===== src/hdl/link_retry_controller_core_defines.svh =====
// assertion macros for the link retry controller
// no dependencies; included by the files that carry assertions
`ifndef LINK_RETRY_CONTROLLER_CORE_DEFINES_SVH
`define LINK_RETRY_CONTROLLER_CORE_DEFINES_SVH

`ifndef SYNTHESIS

`define LRC_ASSERT_SAME(name, clk, rst, ante, cons) \
   name: assert property (@(posedge clk) disable iff (rst) (ante) |-> (cons)) \
      else $error("link retry controller check failed");

`define LRC_ASSERT_NEXT(name, clk, rst, ante, cons) \
   name: assert property (@(posedge clk) disable iff (rst) (ante) |=> (cons)) \
      else $error("link retry controller check failed");

`else

`define LRC_ASSERT_SAME(name, clk, rst, ante, cons)

`define LRC_ASSERT_NEXT(name, clk, rst, ante, cons)

`endif

`endif


===== src/hdl/lrc_pkg.sv =====
// shared types and codes for the link retry controller
// no dependencies
package lrc_pkg;

   localparam int OP_W      = 3;
   localparam int ACT_W     = 3;
   localparam int LIMIT_W   = 8;
   localparam int TIMEOUT_W = 16;
   localparam int COUNT_W   = 9;
   localparam int ELAPSED_W = 17;
   localparam int CSR_IDX_W = 2;
   localparam int CSR_DAT_W = 16;

   localparam logic [OP_W-1:0] OP_SUBMIT = 3'd0;
   localparam logic [OP_W-1:0] OP_DRAIN  = 3'd1;
   localparam logic [OP_W-1:0] OP_TICK   = 3'd2;
   localparam logic [OP_W-1:0] OP_ACK    = 3'd3;
   localparam logic [OP_W-1:0] OP_NAK    = 3'd4;

   localparam logic [ACT_W-1:0] ACT_NONE   = 3'd0;
   localparam logic [ACT_W-1:0] ACT_FRAME  = 3'd1;
   localparam logic [ACT_W-1:0] ACT_ENQ    = 3'd2;
   localparam logic [ACT_W-1:0] ACT_OK     = 3'd3;
   localparam logic [ACT_W-1:0] ACT_FAIL   = 3'd4;
   localparam logic [ACT_W-1:0] ACT_REJECT = 3'd5;

   localparam logic [CSR_IDX_W-1:0] CSR_NAK_LIMIT   = 2'd0;
   localparam logic [CSR_IDX_W-1:0] CSR_ENQ_LIMIT   = 2'd1;
   localparam logic [CSR_IDX_W-1:0] CSR_TIMEOUT     = 2'd2;
   localparam logic [CSR_IDX_W-1:0] CSR_EMBEDDED    = 2'd3;

   localparam logic [LIMIT_W-1:0]   NAK_LIMIT_RST   = 8'd3;
   localparam logic [LIMIT_W-1:0]   ENQ_LIMIT_RST   = 8'd3;
   localparam logic [TIMEOUT_W-1:0] TIMEOUT_RST     = 16'd100;

   typedef struct packed {
      logic [LIMIT_W-1:0]   nak_limit;
      logic [LIMIT_W-1:0]   enquiry_limit;
      logic [TIMEOUT_W-1:0] reply_timeout_ticks;
      logic                 embedded_responses;
   } lrc_cfg_type;

   typedef struct packed {
      logic [OP_W-1:0] operation;
      logic            receiver_active;
      logic            output_full;
   } lrc_req_type;

   typedef struct packed {
      logic [ACT_W-1:0] action;
      logic             busy_res;
   } lrc_rsp_type;

endpackage


===== src/hdl/link_retry_controller_core.sv =====
// link retry controller: input word register, retry state machine, result register
// depends on lrc_pkg and lrc_ctrl
// an accepted request word is held in the input word register, and its response word in the result register
// throughput: one word per cycle while the response side does not stall
// reset: synchronous, clears valids and retry state, loads register defaults
module link_retry_controller_core (
   input  logic                            clock,
   input  logic                            reset,
   input  logic                            csr_write,
   input  logic [lrc_pkg::CSR_IDX_W-1:0]   csr_index,
   input  logic [lrc_pkg::CSR_DAT_W-1:0]   csr_data,
   input  logic                            req_valid,
   output logic                            req_stall,
   input  logic [lrc_pkg::OP_W-1:0]        req_operation,
   input  logic                            req_receiver_active,
   input  logic                            req_output_full,
   output logic                            rsp_valid,
   input  logic                            rsp_stall,
   output logic [lrc_pkg::ACT_W-1:0]       rsp_action,
   output logic                            rsp_busy_res
);
   import lrc_pkg::*;

   lrc_cfg_type cfg_ff;
   logic        in_valid_ff;
   lrc_req_type in_word_ff;
   logic        out_valid_ff;
   lrc_rsp_type out_word_ff, out_word_in;
   logic        out_hold;
   logic        step;

   always_ff @(posedge clock) begin
      if (reset) begin
         cfg_ff.nak_limit           <= NAK_LIMIT_RST;
         cfg_ff.enquiry_limit       <= ENQ_LIMIT_RST;
         cfg_ff.reply_timeout_ticks <= TIMEOUT_RST;
         cfg_ff.embedded_responses  <= 1'b0;
      end else if (csr_write) begin
         case (csr_index)
            CSR_NAK_LIMIT: cfg_ff.nak_limit           <= csr_data[LIMIT_W-1:0];
            CSR_ENQ_LIMIT: cfg_ff.enquiry_limit       <= csr_data[LIMIT_W-1:0];
            CSR_TIMEOUT:   cfg_ff.reply_timeout_ticks <= csr_data[TIMEOUT_W-1:0];
            CSR_EMBEDDED:  cfg_ff.embedded_responses  <= csr_data[0];
            default:       cfg_ff                     <= cfg_ff;
         endcase
      end
   end

   assign out_hold  = out_valid_ff && rsp_stall;
   assign req_stall = in_valid_ff && out_hold;
   assign step      = in_valid_ff && !out_hold;

   always_ff @(posedge clock) begin
      if (reset) begin
         in_valid_ff <= 1'b0;
      end else if (!req_stall) begin
         in_valid_ff <= req_valid;
      end
   end

   always_ff @(posedge clock) begin
      if (!req_stall) begin
         in_word_ff.operation       <= req_operation;
         in_word_ff.receiver_active <= req_receiver_active;
         in_word_ff.output_full     <= req_output_full;
      end
   end

   lrc_ctrl u_ctrl (
      .clock  (clock),
      .reset  (reset),
      .step   (step),
      .word   (in_word_ff),
      .cfg    (cfg_ff),
      .result (out_word_in)
   );

   always_ff @(posedge clock) begin
      if (reset) begin
         out_valid_ff <= 1'b0;
      end else if (!out_hold) begin
         out_valid_ff <= in_valid_ff;
      end
   end

   always_ff @(posedge clock) begin
      if (step) begin
         out_word_ff <= out_word_in;
      end
   end

   assign rsp_valid    = out_valid_ff;
   assign rsp_action   = out_word_ff.action;
   assign rsp_busy_res = out_word_ff.busy_res;

endmodule


===== src/hdl/lrc_ctrl.sv =====
// retry state machine: phase, nak and enquiry counts, reply timer
// depends on lrc_pkg and link_retry_controller_core_defines.svh
`include "link_retry_controller_core_defines.svh"

module lrc_ctrl (
   input  logic                clock,
   input  logic                reset,
   input  logic                step,
   input  lrc_pkg::lrc_req_type word,
   input  lrc_pkg::lrc_cfg_type cfg,
   output lrc_pkg::lrc_rsp_type result
);
   import lrc_pkg::*;

   localparam logic [1:0] PH_IDLE    = 2'd0;
   localparam logic [1:0] PH_SENDING = 2'd1;
   localparam logic [1:0] PH_AWAIT   = 2'd2;

   localparam logic [COUNT_W-1:0]   COUNT_MAX   = '1;
   localparam logic [ELAPSED_W-1:0] ELAPSED_MAX = '1;

   logic [1:0]           phase_ff, phase_in;
   logic [COUNT_W-1:0]   nak_ff, nak_in, nak_inc;
   logic [COUNT_W-1:0]   enq_ff, enq_in, enq_inc;
   logic [ELAPSED_W-1:0] elapsed_ff, elapsed_in, elapsed_inc;
   logic [ACT_W-1:0]     act;

   assign nak_inc     = (nak_ff == COUNT_MAX) ? nak_ff : nak_ff + COUNT_W'(1);
   assign enq_inc     = (enq_ff == COUNT_MAX) ? enq_ff : enq_ff + COUNT_W'(1);
   assign elapsed_inc = (elapsed_ff == ELAPSED_MAX) ? elapsed_ff
                                                    : elapsed_ff + ELAPSED_W'(1);

   always_comb begin
      phase_in   = phase_ff;
      nak_in     = nak_ff;
      enq_in     = enq_ff;
      elapsed_in = elapsed_ff;
      act        = ACT_NONE;
      case (word.operation)
         OP_SUBMIT: begin
            phase_in = PH_SENDING;
            act      = ACT_FRAME;
            if (word.output_full) begin
               phase_in = PH_IDLE;
               nak_in   = '0;
               enq_in   = '0;
               act      = ACT_FAIL;
            end
         end
         OP_DRAIN: begin
            if (phase_ff == PH_SENDING) begin
               phase_in   = PH_AWAIT;
               elapsed_in = '0;
            end
         end
         OP_TICK: begin
            if ((cfg.embedded_responses || !word.receiver_active) &&
                phase_ff == PH_AWAIT) begin
               elapsed_in = elapsed_inc;
               if (elapsed_inc > {1'b0, cfg.reply_timeout_ticks}) begin
                  if (enq_inc > {1'b0, cfg.enquiry_limit} || word.output_full) begin
                     phase_in = PH_IDLE;
                     nak_in   = '0;
                     enq_in   = '0;
                     act      = ACT_FAIL;
                  end else begin
                     phase_in = PH_SENDING;
                     enq_in   = enq_inc;
                     act      = ACT_ENQ;
                  end
               end
            end
         end
         OP_ACK: begin
            if (phase_ff == PH_AWAIT) begin
               phase_in = PH_IDLE;
               nak_in   = '0;
               enq_in   = '0;
               act      = ACT_OK;
            end else begin
               act = ACT_REJECT;
            end
         end
         OP_NAK: begin
            if (phase_ff == PH_AWAIT) begin
               if (nak_inc >= {1'b0, cfg.nak_limit} || word.output_full) begin
                  phase_in = PH_IDLE;
                  nak_in   = '0;
                  enq_in   = '0;
                  act      = ACT_FAIL;
               end else begin
                  phase_in = PH_SENDING;
                  nak_in   = nak_inc;
                  act      = ACT_FRAME;
               end
            end else begin
               act = ACT_REJECT;
            end
         end
         default: begin
            act = ACT_NONE;
         end
      endcase
   end

   always_ff @(posedge clock) begin
      if (reset) begin
         phase_ff   <= PH_IDLE;
         nak_ff     <= '0;
         enq_ff     <= '0;
         elapsed_ff <= '0;
      end else if (step) begin
         phase_ff   <= phase_in;
         nak_ff     <= nak_in;
         enq_ff     <= enq_in;
         elapsed_ff <= elapsed_in;
      end
   end

   assign result.action   = act;
   assign result.busy_res = (phase_in != PH_IDLE);

   `LRC_ASSERT_SAME(a_idle_counts_clear, clock, reset, phase_ff == PH_IDLE,
                    nak_ff == '0 && enq_ff == '0)
   `LRC_ASSERT_SAME(a_counts_bounded, clock, reset, 1'b1,
                    !nak_ff[COUNT_W-1] && !enq_ff[COUNT_W-1])
   `LRC_ASSERT_NEXT(a_ok_goes_idle, clock, reset, step && act == ACT_OK,
                    phase_ff == PH_IDLE)
   `LRC_ASSERT_NEXT(a_reject_keeps_state, clock, reset, step && act == ACT_REJECT,
                    $stable(phase_ff) && $stable(nak_ff) && $stable(enq_ff))

endmodule


===== config.mk =====
export PLATFORM = sky130hd
export DESIGN_NAME = link_retry_controller_core
export DESIGN_NICKNAME = d
export VERILOG_FILES = /design/src/hdl/lrc_pkg.sv /design/src/hdl/link_retry_controller_core.sv /design/src/hdl/lrc_ctrl.sv
export VERILOG_INCLUDE_DIRS = /design/src /design/src/hdl
export SDC_FILE = /design/constraint.sdc
export NUM_CORES = 1
export LEC_CHECK = 0
export BUFFER_PORTS_ARGS = -buffer_cell sky130_fd_sc_hd__buf_4
export CAP_MARGIN = 20
export CELL_PAD_IN_SITES_DETAIL_PLACEMENT = 1
export CELL_PAD_IN_SITES_GLOBAL_PLACEMENT = 1
export CORE_MARGIN = 5
export CORE_UTILIZATION = 40
export CTS_CLUSTER_SIZE = 28
export DETAILED_ROUTE_END_ITERATION = 16
export GPL_ROUTABILITY_DRIVEN = 1
export PLACE_DENSITY_LB_ADDON = 0.25
export SYNTH_ARGS = -nofsm -noshare
export SYNTH_HDL_FRONTEND = slang
export SYNTH_SLANG_ARGS = --single-unit
export TNS_END_PERCENT = 20

===== constraint.sdc =====
create_clock -name clock -period 10.2 [get_ports clock]
set_input_delay 0.51 -clock clock [delete_from_list [all_inputs] [get_ports clock]]
set_output_delay 0.51 -clock clock [all_outputs]
set_load 0.005 [all_outputs]

==> results of run 1 <==
==> state kept, by name (all words and copies together) (netlist names), 2 cells and up <==
name               count
u_ctrl.nak_ff          9
in_word_ff             5
u_ctrl.enq_ff          9
u_ctrl.phase_ff        2
cfg_ff                33
u_ctrl.elapsed_ff     17
rsp_action             3
==> kinds of logic (layout without fill, tap and decap cells) <==
family | Yosys count | count (layout)
XOR/XNOR | 23 | 23
multiplexers | 17 | 17
flip-flops | 81 | 81
AO/OA/AOI/OAI | 139 | 139
AND/OR/NAND/NOR | 244 | 244
adder cells (fa/ha/maj) | 35 | 35
buffers and inverters | 64 | 89
==> metal layers <==
metal | up-vias | routed length, um | track usage
met5 | - | 0 | 0
met4 | 0 | 110 | 0.0489
met3 | 10 | 363 | 0.0354
met2 | 41 | 5930 | 0.295
met1 | 2015 | 6350 | 0.240
li1 | 2147 | - | -
==> Yosys cell counts (3+ instances only) <==
cell type / count
a211o_1: 3
a211oi_1: 5
a21oi_1: 47
a311oi_1: 3
a31oi_1: 7
a32oi_1: 3
and2_1: 6
and3_1: 5
buf_2: 6
clkbuf_1: 15
dfxtp_1: 72
edfxtp_1: 9
ha_1: 35
inv_1: 39
mux2_2: 4
mux2_4: 4
mux2i_1: 9
nand2_1: 84
nand2b_1: 20
nand3_1: 14
nand3b_1: 6
nand4_1: 12
nor2_1: 51
nor2b_1: 11
nor3_1: 8
nor3b_1: 4
o21ai_0: 33
o21ai_2: 3
o2bb2ai_1: 4
o31ai_1: 9
or2_2: 5
xnor2_1: 14
xor2_1: 9
==> power by group <==
part / leakage [nW] / total, mW / internal [mW] / switching, mW
Sequential: 0.675 / 0.336 / 0.330 / 0.00672
Combinational: 1.45 / 0.0564 / 0.0238 / 0.0327
Clock: 0.153 / 0.333 / 0.197 / 0.136
==> cell type report <==
cell class              instances  share of cell area
repair buffers                 34              0.0456
flip-flops and latches         81               0.306
clock inverters                 6              0.0116
clock buffers                  10              0.0427
inverters                      39              0.0262
well taps                     168              0.0376
multi-input cells             458               0.530
==> path summary, 6_finish.rpt <==
path | endpoint | slack, ns | startpoint | cells after the start
worst max-delay path | u_ctrl.enq_ff[2] | 5.98 | u_ctrl.elapsed_ff[3] | 13
worst min-delay path | in_word_ff[0] | 0.34 | req_output_full | 1
worst max register to register | u_ctrl.enq_ff[2] | 5.98 | u_ctrl.elapsed_ff[3] | 13
worst min register to register | cfg_ff[20] | 0.45 | cfg_ff[20] | 2
==> out/qor.txt, run 1 <==
Sequential area share after synthesis = 0.347
Final Total Pwr = 726 uW
Top delay family on crit path = compound AO/OA/AOI/OAI gates
Placed Area = 5290 sq um
Multiplexer area fraction after synthesis = 0.0395
Startpoint Class = flop
Routed Antenna Nets = 0
Compound-Gate Fraction of Synth Area = 0.180
Die area = 14700 sq um
Rows = 40
CP Class = reg -> reg
Status = finished, final reports clean
Fin. Hold Viols = 0
VDD IR max = 109 uV
Syn nets = 666
# H-tree levels = 3
Clock buffer count from CTS = 9
Footprint of the multi-input gates = 2960 sq um
Number of library cell types mapped by synthesis = 68
Ys async rst share = 0
DRC Markers = 0
Core area = 12100 sq um
Yosys top cell by area = dfxtp_1
Post-CTS Resized = 0
Clock sink count = 81
Synth area leaders = dfxtp_1, ha_1, nand2_1
Worst Path Buf+Inv = 0
Number of flops mapped to enable cells by yosys = 9
Setup_tns = 0 ns
CTS tree = built
RSZ-0062 raised after global routing = false
Final setup viols = 0
Clk slew on worst S/H paths = 0.06 ns
Port Buffer Count = 33
Mapped Cells = 603
Die Ht = 121 um
Starting Density = 0.409
Post-CTS setup repair buffer count = 0
Max-slew violations = 0
Worst hold slack = 0.339 ns
WP data required = 10.44 ns
Post-synthesis adder-cell area fraction = 0.0887
Most common cell after layout, fill and taps aside = nand2_1
Worst path cell trace = and3_1 > nand4_4 > o31ai_1 > nor2_1 > xor2_1 > ha_1 > nand4_1 > nor3_1 > a2111oi_0 > a211oi_1 > nor2_2 > a21o_1 > mux2_4
Hold Buf Count CTS = 0
Worst-Margin Slew = 1.03 ns
Minimum clock period after layout = 4.22 ns
Grt total ovfl = 0
NumNets Final = 686
Leakage power = 2.27 nW
Power density cells = 130 nW/um^2
Drt wl/cell = 16.0 um
Dpl cells = 780
Initial antenna violation count = 0
I/O pins = 34
Initial DRC count = 178
Period utilization = 0.414
Register area = 1710 sq um
Worst-case clock buffer depth = 2
Number of global-route vias before repair = 4229
Share of cells above drive strength 1 = 0.135
Cell with the largest stage delay on the worst path = o31ai_1
DP HPWL = 9640 um
Root Driver = clkbuf_16
Synth warn = 0
Fin cells = 796
Fill count = 1476
Hold Crit Class = in -> reg
Slew headroom = 0.313
Antenna Cells = 0
Drt pass-1 iters = 6
Largest family of logic cells by synthesized area = simple AND/OR/NAND/NOR gates
Maximum clock frequency = 237 MHz
Skew final = 0.00907 ns
Vias per std cell = 5.29
WL final = 12800 um
Clock Latency Late Sink = 0.35 ns
Gr usage total = 0.179
Placer congestion estimate = 0.882
Critical Path Fanout Max = 9
Synthesized area = 4940 sq um
Largest net degree at the start of global routing = 67
Largest stage delay on the critical path = 0.54 ns
Post-synthesis simple-gate area fraction = 0.251
XOR/XNOR Fraction of Synth Area = 0.0408
Register bit count reported by yosys = 81
Synth top area share = 0.292
Final Instance Area = 5590 sq um
Syn avg cell area = 8.19 sq um
Pre-CTS setup slack = 6.04 ns
Most frequent cells in the layout = nand2_1, dfxtp_1, nor2_1
Global-route wire length before repair = 21100 um
Die Wd = 121 um
Final Util = 0.464
Crit path DAT = 4.46 ns
Via count = 4213
Setup ws final = 5.98 ns
Area Growth Syn to Fin = 13.3%
Worst Setup End Kind = flop
Max cap viols = 0
Top_reg_cell synth = dfxtp_1
Power figures use the tool's default switching activity.
==> run 2: changes to the inputs <==
Clock period 10.2 ns to 4.19 ns, I/O delays scaled along.
==> run 2 against run 1 <==
Against the previous run:
- combinational power is 150% higher
- global-route usage rose by 0.62 points
- maximum frequency up 6.2%
- cell count up 0.63%
- non-clock buffer count increased by 5
- via count increased by 3.1%
- largest power group unchanged
- wire length increased by 3.2%
- final area rose by 0.43%
- first-iteration DRC count up 16%
- core utilization up 0.20 points
==> out/qor.txt, run 2 (same netlist as run 1, synthesis figures left out) <==
Status = finished, final reports clean
Routed length on met2 = 6020 um (+1.5%)
Root Driver = clkbuf_16
Gr usage total = 0.186 (+0.00616)
Routed Antenna Nets = 0 (unchanged)
Reg with most FFs = cfg_ff
Power density cells = 311 nW/um^2 (+140%)
Met3 Wirelength = 375 um (+3.3%)
DP HPWL = 9940 um (+3.2%)
Rows = 40 (unchanged)
Critical Path Fanout Max = 7 (-2)
Starting Density = 0.409 (unchanged)
Number of global-route vias before repair = 4409 (+4.3%)
Vias per std cell = 5.42 (+2.5%)
Placer congestion estimate = 0.885 (+0.27%)
Fin. Hold Viols = 0 (unchanged)
Most common cell after layout, fill and taps aside = nand2_1
Pint = 1.32 mW (+140%)
Die area = 14700 sq um (unchanged)
Max reg flops = 33 (unchanged)
Skew final = 0.00784 ns (-0.00122 ns)
I/O pins = 34 (unchanged)
Leakage power = 2.28 nW (+0.46%)
Area Growth Syn to Fin = 13.7%
Post-CTS setup repair buffer count = 0 (unchanged)
Max cap viols = 0 (unchanged)
Port Buffer Count = 33 (unchanged)
WHS Path Cells = 1 (unchanged)
Clock buffer count from CTS = 9 (unchanged)
Share of cells above drive strength 1 = 0.141 (+0.00525)
Placed Area = 5330 sq um (+0.71%)
Slew headroom = 0.301 (-0.0120)
Psw = 424 uW (+140%)
Logic pwr share = 0.080 (+0.002)
Dpl cells = 785 (+0.64%)
Setup_tns = 0 ns (unchanged)
Die Ht = 121 um (unchanged)
Crit path DAT = 4.07 ns (-0.39 ns)
Die Wd = 121 um (unchanged)
VDD IR max = 161 uV (+47%)
Initial antenna violation count = 0 (unchanged)
Worst-Margin Slew = 1.04 ns (+0.0179 ns)
Core area = 12100 sq um (unchanged)
Maximum clock frequency = 251 MHz (+6.2%)
Metal-1 WL = 6490 um (+2.2%)
Max-slew violations = 0 (unchanged)
Drt wl/cell = 16.4 um (+2.5%)
Startpoint Class = flop
Worst hold slack = 0.0408 ns (-0.299 ns)
Top Metal Used = met4
DRC Markers = 0 (unchanged)
Via count = 4345 (+3.1%)
Global-route wire length before repair = 21800 um (+3.4%)
CTS tree = built
Grt total ovfl = 0 (unchanged)
Hold Crit Class = in -> reg
WL final = 13200 um (+3.2%)
CP Class = reg -> reg
# H-tree levels = 3 (unchanged)
Clock share of power = 0.451 (-0.008)
Antenna Cells = 0 (unchanged)
Fill count = 1459 (-1.2%)
Sw Ratio = 0.242 (+0.000549)
Worst-case clock buffer depth = 2 (unchanged)
Drt pass-1 iters = 4 (-2)
Final setup viols = 0 (unchanged)
Worst Setup End Kind = flop
Period utilization = 0.949 (+0.535)
Clock Latency Late Sink = 0.35 ns (about the same)
Largest regs = cfg_ff (33), u_ctrl.elapsed_ff (17)
Largest net degree at the start of global routing = 67 (unchanged)
Final Total Pwr = 1.75 mW (+140%)
Most frequent cells in the layout = nand2_1, dfxtp_1, nor2_1
Clock sink count = 81 (unchanged)
Initial DRC count = 206 (+16%)
WP data required = 4.28 ns (-6.16 ns)
Clk slew on worst S/H paths = 0.07 ns (about the same)
Fin cells = 801 (+0.63%)
Reg2Reg Depth = 16 (+3)
Minimum clock period after layout = 3.98 ns (-0.246 ns)
NumNets Final = 691 (+0.73%)
RSZ-0062 raised after global routing = true
Sequential power share = 0.469 (+0.006)
Final Instance Area = 5620 sq um (+0.43%)
==> run 2: routing by layer <==
metal,vias up,GRT usage
met5,-,0
met4,0,0.0737
met3,20,0.0280
met2,57,0.300
met1,2105,0.248
li1,2163,-
==> run 2: through the flow <==
step                      utilization  setup WS, ns
after floorplan                     -         0.764
after global placement          0.441         0.378
after detailed placement        0.441         0.212
after CTS                       0.465         0.196
after global routing            0.466       -0.0333
final                           0.466         0.214
==> run 2: path summary, 6_finish.rpt <==
kind | start | endpoint | slack [ns]
worst max-delay path | u_ctrl.elapsed_ff[0] | rsp_busy_res | 0.21
worst min register to register | cfg_ff[22] | cfg_ff[22] | 0.45
worst max register to register | u_ctrl.elapsed_ff[0] | rsp_busy_res | 0.21
worst min-delay path | req_operation[0] | in_word_ff[2] | 0.04
==> run 2: cell type report <==
cell class,count,area [sq um],share of cell area
clock inverters,5,56.3,0.0100
flip-flops and latches,81,1710,0.305
well taps,168,210,0.0374
multi-input cells,458,2970,0.528
clock buffers,11,233,0.0414
repair buffers,39,293,0.0521
inverters,39,146,0.0261
==> run 2: repair_timing <==
item	in CTS	in global routing
hold buffers	0	0
gates resized for setup	0	1
endpoints found under the setup margin	0	9
==> run 2: power by group through the flow <==
stage                     logic [mW]  registers, mW  clock network (mW)
final                          0.139          0.820               0.788
after global placement         0.135          0.836                   0
after global routing           0.155          0.822               0.833
after floorplan               0.0901          0.828                   0
after detailed placement       0.140          0.837                   0
after CTS                      0.141          0.820               0.807
==> run 2: worst max-delay path: stages (launching register included) <==
cell and delay [ns]:
dfxtp_1 0.36, ha_1 0.26, and2_1 0.20, nand4_4 0.14, nor3_2 0.06, buf_4 0.16, nor2_1 0.26, nand2_1 0.14
xnor2_1 0.26, ha_1 0.30, nand4_1 0.15, nor3_1 0.07, a2111oi_0 0.44, a211oi_1 0.23, o21ai_1 0.37, mux2i_1 0.23
nand2_1 0.07
